$ cat config.mk
export PLATFORM = sky130hd
export DESIGN_NAME = raitp_ram
export DESIGN_NICKNAME = d
export VERILOG_FILES = /design/src/hdl/raitp_ram.sv
export SDC_FILE = /design/constraint.sdc
export NUM_CORES = 2
export LEC_CHECK = 0
export BUFFER_PORTS_ARGS = -buffer_cell sky130_fd_sc_hd__buf_4
export CAP_MARGIN = 20
export CORE_UTILIZATION = 28
export CTS_BUF_LIST = sky130_fd_sc_hd__clkbuf_2 sky130_fd_sc_hd__clkbuf_4 sky130_fd_sc_hd__clkbuf_8
export CTS_CLUSTER_DIAMETER = 40
export DETAILED_ROUTE_END_ITERATION = 6
export GPL_TIMING_DRIVEN = 0
export PLACE_DENSITY = 0.42
export SLEW_MARGIN = 20
export SYNTH_ARGS = -nofsm -noshare
export SYNTH_HDL_FRONTEND = slang
export SYNTH_SLANG_ARGS = --single-unit
$ cat constraint.sdc
create_clock -name i_clk -period 4.5 [get_ports i_clk]
set_input_delay 0.225 -clock i_clk [delete_from_list [all_inputs] [get_ports i_clk]]
set_output_delay 0.225 -clock i_clk [all_outputs]
set_load 0.005 [all_outputs]
$ cat src/hdl/raitp_ram.sv
// Generic single-write, single-read RAM with registered read data.
module raitp_ram #(
    parameter int WIDTH = 64,
    parameter int DEPTH = 32
) (
    input  logic                     i_clk,
    input  logic                     i_we,
    input  logic [$clog2(DEPTH)-1:0] i_waddr,
    input  logic [WIDTH-1:0]         i_wdata,
    input  logic [$clog2(DEPTH)-1:0] i_raddr,
    output logic [WIDTH-1:0]         o_rdata
);

    logic [WIDTH-1:0] r_mem [DEPTH];
    logic [WIDTH-1:0] r_rdata;

    always_ff @(posedge i_clk) begin
        if (i_we) begin
            r_mem[i_waddr] <= i_wdata;
        end
        r_rdata <= r_mem[i_raddr];
    end

    assign o_rdata = r_rdata;

endmodule

==> summary.md <==
| Metric | Value |
|---|---|
| Max Freq | 364 MHz |
| Hold_sp | i_raddr[3] |
| Worst hold path class | in2reg |
| Hold Crit Endpoint | o_rdata[13]$_DFF_P_ |
| Root buffer cell | clkbuf_8 |
| Final Cycle Share | 61.1% |
| Clk sinks | 2112 |
| Delay of the slowest critical-path stage | 0.73 ns |
| Pwr Total | 43.6 mW |
| CTS tree | done |
| Most frequent cells in the layout | 2048 x edfxtp_1, 602 x mux4_2, 415 x clkbuf_8 |
| Inserted Clock Buffers | 393 |
| Syn_area_per_cell | 25.5 um^2 |
| First-pass GRT wire length | 333000 um |
| Clk pin slew, worst setup/hold paths | 0.06 ns |
| Cell Area, Synth | 79000 um^2 |
| Synth cell types | 31 |
| Critical-path top delay cell | dlygate4sd3_1 |
| FF-to-FF path depth | 3 |
| Initial Utilization | 28.2% |
| Port Buf Inserts | 135 |
| Register bit total from synthesis | 2112 |
| DIE WIDTH | 533 um |
| Reg2reg start | r_mem[28][41]$_DFFE_PP_ |
| Initial DRT Pass Iterations | 7 |
| Cell mode on critical path | buf_12 |
| # Post-CTS Setup Buffers | 0 |
| Most common cell after layout, fill and taps aside | edfxtp_1 |
| Clock buffer depth | 4 |
| Vias | 37732 |
| Area Growth Syn to Fin | 23.8% |
| Slew @ Worst Pin | 1.16 ns |
| Critical-path cell list | dlygate4sd3_1 > buf_4 > or3b_2 > dlygate4sd3_1 > nor2_4 > buf_12 > buf_12 > buf_12 |
| Total GRT Usage | 17.0% |
| Ys Warns | 0 |
| Max cap viols | 0 |
| Die ar. | 284000 um^2 |
| Ports | 140 |
| # fillers | 25894 |
| Slew headroom | 22.7% |
| Pwr Density | 446 nW/um^2 |
| Layout cell share with drive strength beyond 1 | 42.2% |
| Largest net degree at the start of global routing | 33 |
| Clock Skews | 0.0537 ns |
| Crit path launch type | primary input |
| Seq/Total Area, Yosys | 79.5% |
| Vias in the first global route | 39939 |
| Wire per inst | 30.8 um |
| Post-cts sizing count | 0 |
| Routability cong. | 0.679 |
| Outcome | complete, no violations |
| FP Rows | 194 |
| Syn_nets | 3173 |
| Arrival @ worst endpoint | 3.37 ns |
| Core ar. | 280000 um^2 |
| Vias per inst | 4.77 |
| Crit path capture type | flip-flop |
| Gate Count Post-Synth | 3097 |
| Residual DRC count | 0 |
| RSZ-0062 raised after global routing | no |
| Final setup viols | 0 |
| Detail Placement HPWL | 160000 um |
| Maximum VDD drop | 231 uV |
| Die height | 533 um |
| CP Class | in2reg |
| Routed Antenna Nets | 0 |
| R2r endpoint | o_rdata[41]$_DFF_P_ |
| Reg2Reg Setup Slack | 2.59 ns |
| H-tree levels | 5 |
| Worst skew pair latency | 1.00 ns |
| Grt total ovfl | 0 |
| TNS Setup | 0 ns |
| Critical path required time | 5.12 ns |
| P_leak | 30.8 nW |
| Final Hold Fails | 0 |
| Nets | 3943 |
| Hold Crit Depth | 5 |
| Routed wire length | 244000 um |
| Minimum clock period | 2.75 ns |
| Iter 0 DRT Violations | 3625 |
| Initial antenna violation count | 23 |
| Critical-path maximum fanout | 12 |
| Slew Viols, Final | 0 |
[registers in the layout, summed over array words and instances (netlist names)]
name     flops
o_rdata     64
r_mem     2048
[worst max path at each step]
stage | slack [ns] | end | start
2_1_floorplan | 0.45 | r_mem[12][0]$_DFFE_PP_ | i_waddr[1]
3_3_place_gp | -5.95 | r_mem[4][42]$_DFFE_PP_ | i_waddr[1]
3_5_place_dp | 0.86 | o_rdata[14]$_DFF_P_ | i_raddr[2]
4_1_cts | 1.85 | r_mem[17][14]$_DFFE_PP_ | i_waddr[3]
5_1_grt | 1.79 | r_mem[18][0]$_DFFE_PP_ | i_waddr[3]
6_report | 1.75 | r_mem[18][46]$_DFFE_PP_ | i_waddr[3]
[Yosys cell counts]
cell type / n / share of area (%)
mux2i_1: 38 / 0.48
buf_2: 65 / 0.41
buf_6: 3 / 0.043
a211oi_1: 3 / 0.029
a22oi_1: 3 / 0.029
inv_2: 1 / 0.0047
nand3_1: 2 / 0.013
o31a_1: 3 / 0.033
o211ai_1: 3 / 0.029
and2_1: 3 / 0.024
buf_4: 14 / 0.13
a22o_1: 1 / 0.011
a221oi_1: 12 / 0.13
o221ai_1: 3 / 0.033
nand3b_1: 5 / 0.048
o22ai_1: 10 / 0.079
or3_1: 1 / 0.0079
nand2b_1: 2 / 0.016
o2bb2ai_1: 3 / 0.033
edfxtp_1: 2048 / 78
mux2_2: 74 / 1.1
dfxtp_1: 64 / 1.6
mux4_2: 602 / 17
nor2_1: 41 / 0.19
or3b_2: 2 / 0.022
buf_1: 19 / 0.090
and2_0: 1 / 0.0079
clkbuf_1: 55 / 0.26
nand2_1: 3 / 0.014
nor2b_1: 4 / 0.032
o21ai_0: 9 / 0.057
[repair_timing]
action / 4_1_cts / 5_1_grt
endpoints found under the setup margin: 0 / 0
hold buffers: 69 / 0
endpoints found under the hold margin: 2100 / 0
[critical path, delay by kind of cell]
family                 cells  cell delay, ns
buffers and inverters      6            2.11
AND/OR/NAND/NOR            2            0.97
[per-layer routing]
metal | GRT usage, % | share of wire (%)
met5 | 0 | 0.032
met4 | 3.81 | 1.9
met3 | 3.41 | 5.4
met2 | 27.2 | 47
met1 | 24.0 | 45
[per-stage QoR]
| stage | worst slack (ns) | hold WS [ns] | instance area [um^2] | cells | util, % |
|---|---|---|---|---|---|
| detailed placement | 0.864 | 0.604 | 88900 | 7127 | 31.8 |
| finish | 1.75 | 0.130 | 97800 | 7907 | 34.9 |
| global placement | -5.95 | 0.606 | 84600 | 6956 | 30.2 |
| floorplan | 0.453 | 0.324 | 79000 | 3097 | - |
| CTS | 1.85 | 0.0147 | 97800 | 7903 | 34.9 |
| global route | 1.79 | 0.0617 | 97800 | 7905 | 34.9 |
[final cells by class]
| type | count | area (um^2) | share of cell area (%) |
|---|---|---|---|
| inverters | 1 | 3.75 | 0.00384 |
| clock buffers | 524 | 6530 | 6.68 |
| clock inverters | 183 | 1640 | 1.68 |
| well taps | 3724 | 4660 | 4.77 |
| diodes | 4 | 10.0 | 0.0102 |
| repair buffers | 375 | 5680 | 5.81 |
| flip-flops and latches | 2112 | 62800 | 64.2 |
| multi-input cells | 828 | 15700 | 16.0 |
| plain buffers | 156 | 785 | 0.802 |
[cells by family after synthesis]
logic type,share of synthesized area (%)
DFF,79.5
buffers and inverters,0.944
AOI/OAI and AO/OA,0.466
muxes,18.7
and+or+nand+nor,0.379
[report_power, final]
group | internal (mW) | switching (mW)
Sequential | 21.9 | 0.0774
Clock | 11.0 | 8.30
Combinational | 0.996 | 1.35
Total | 33.9 | 9.73
Note: power is estimated with default switching activity, not from simulation.
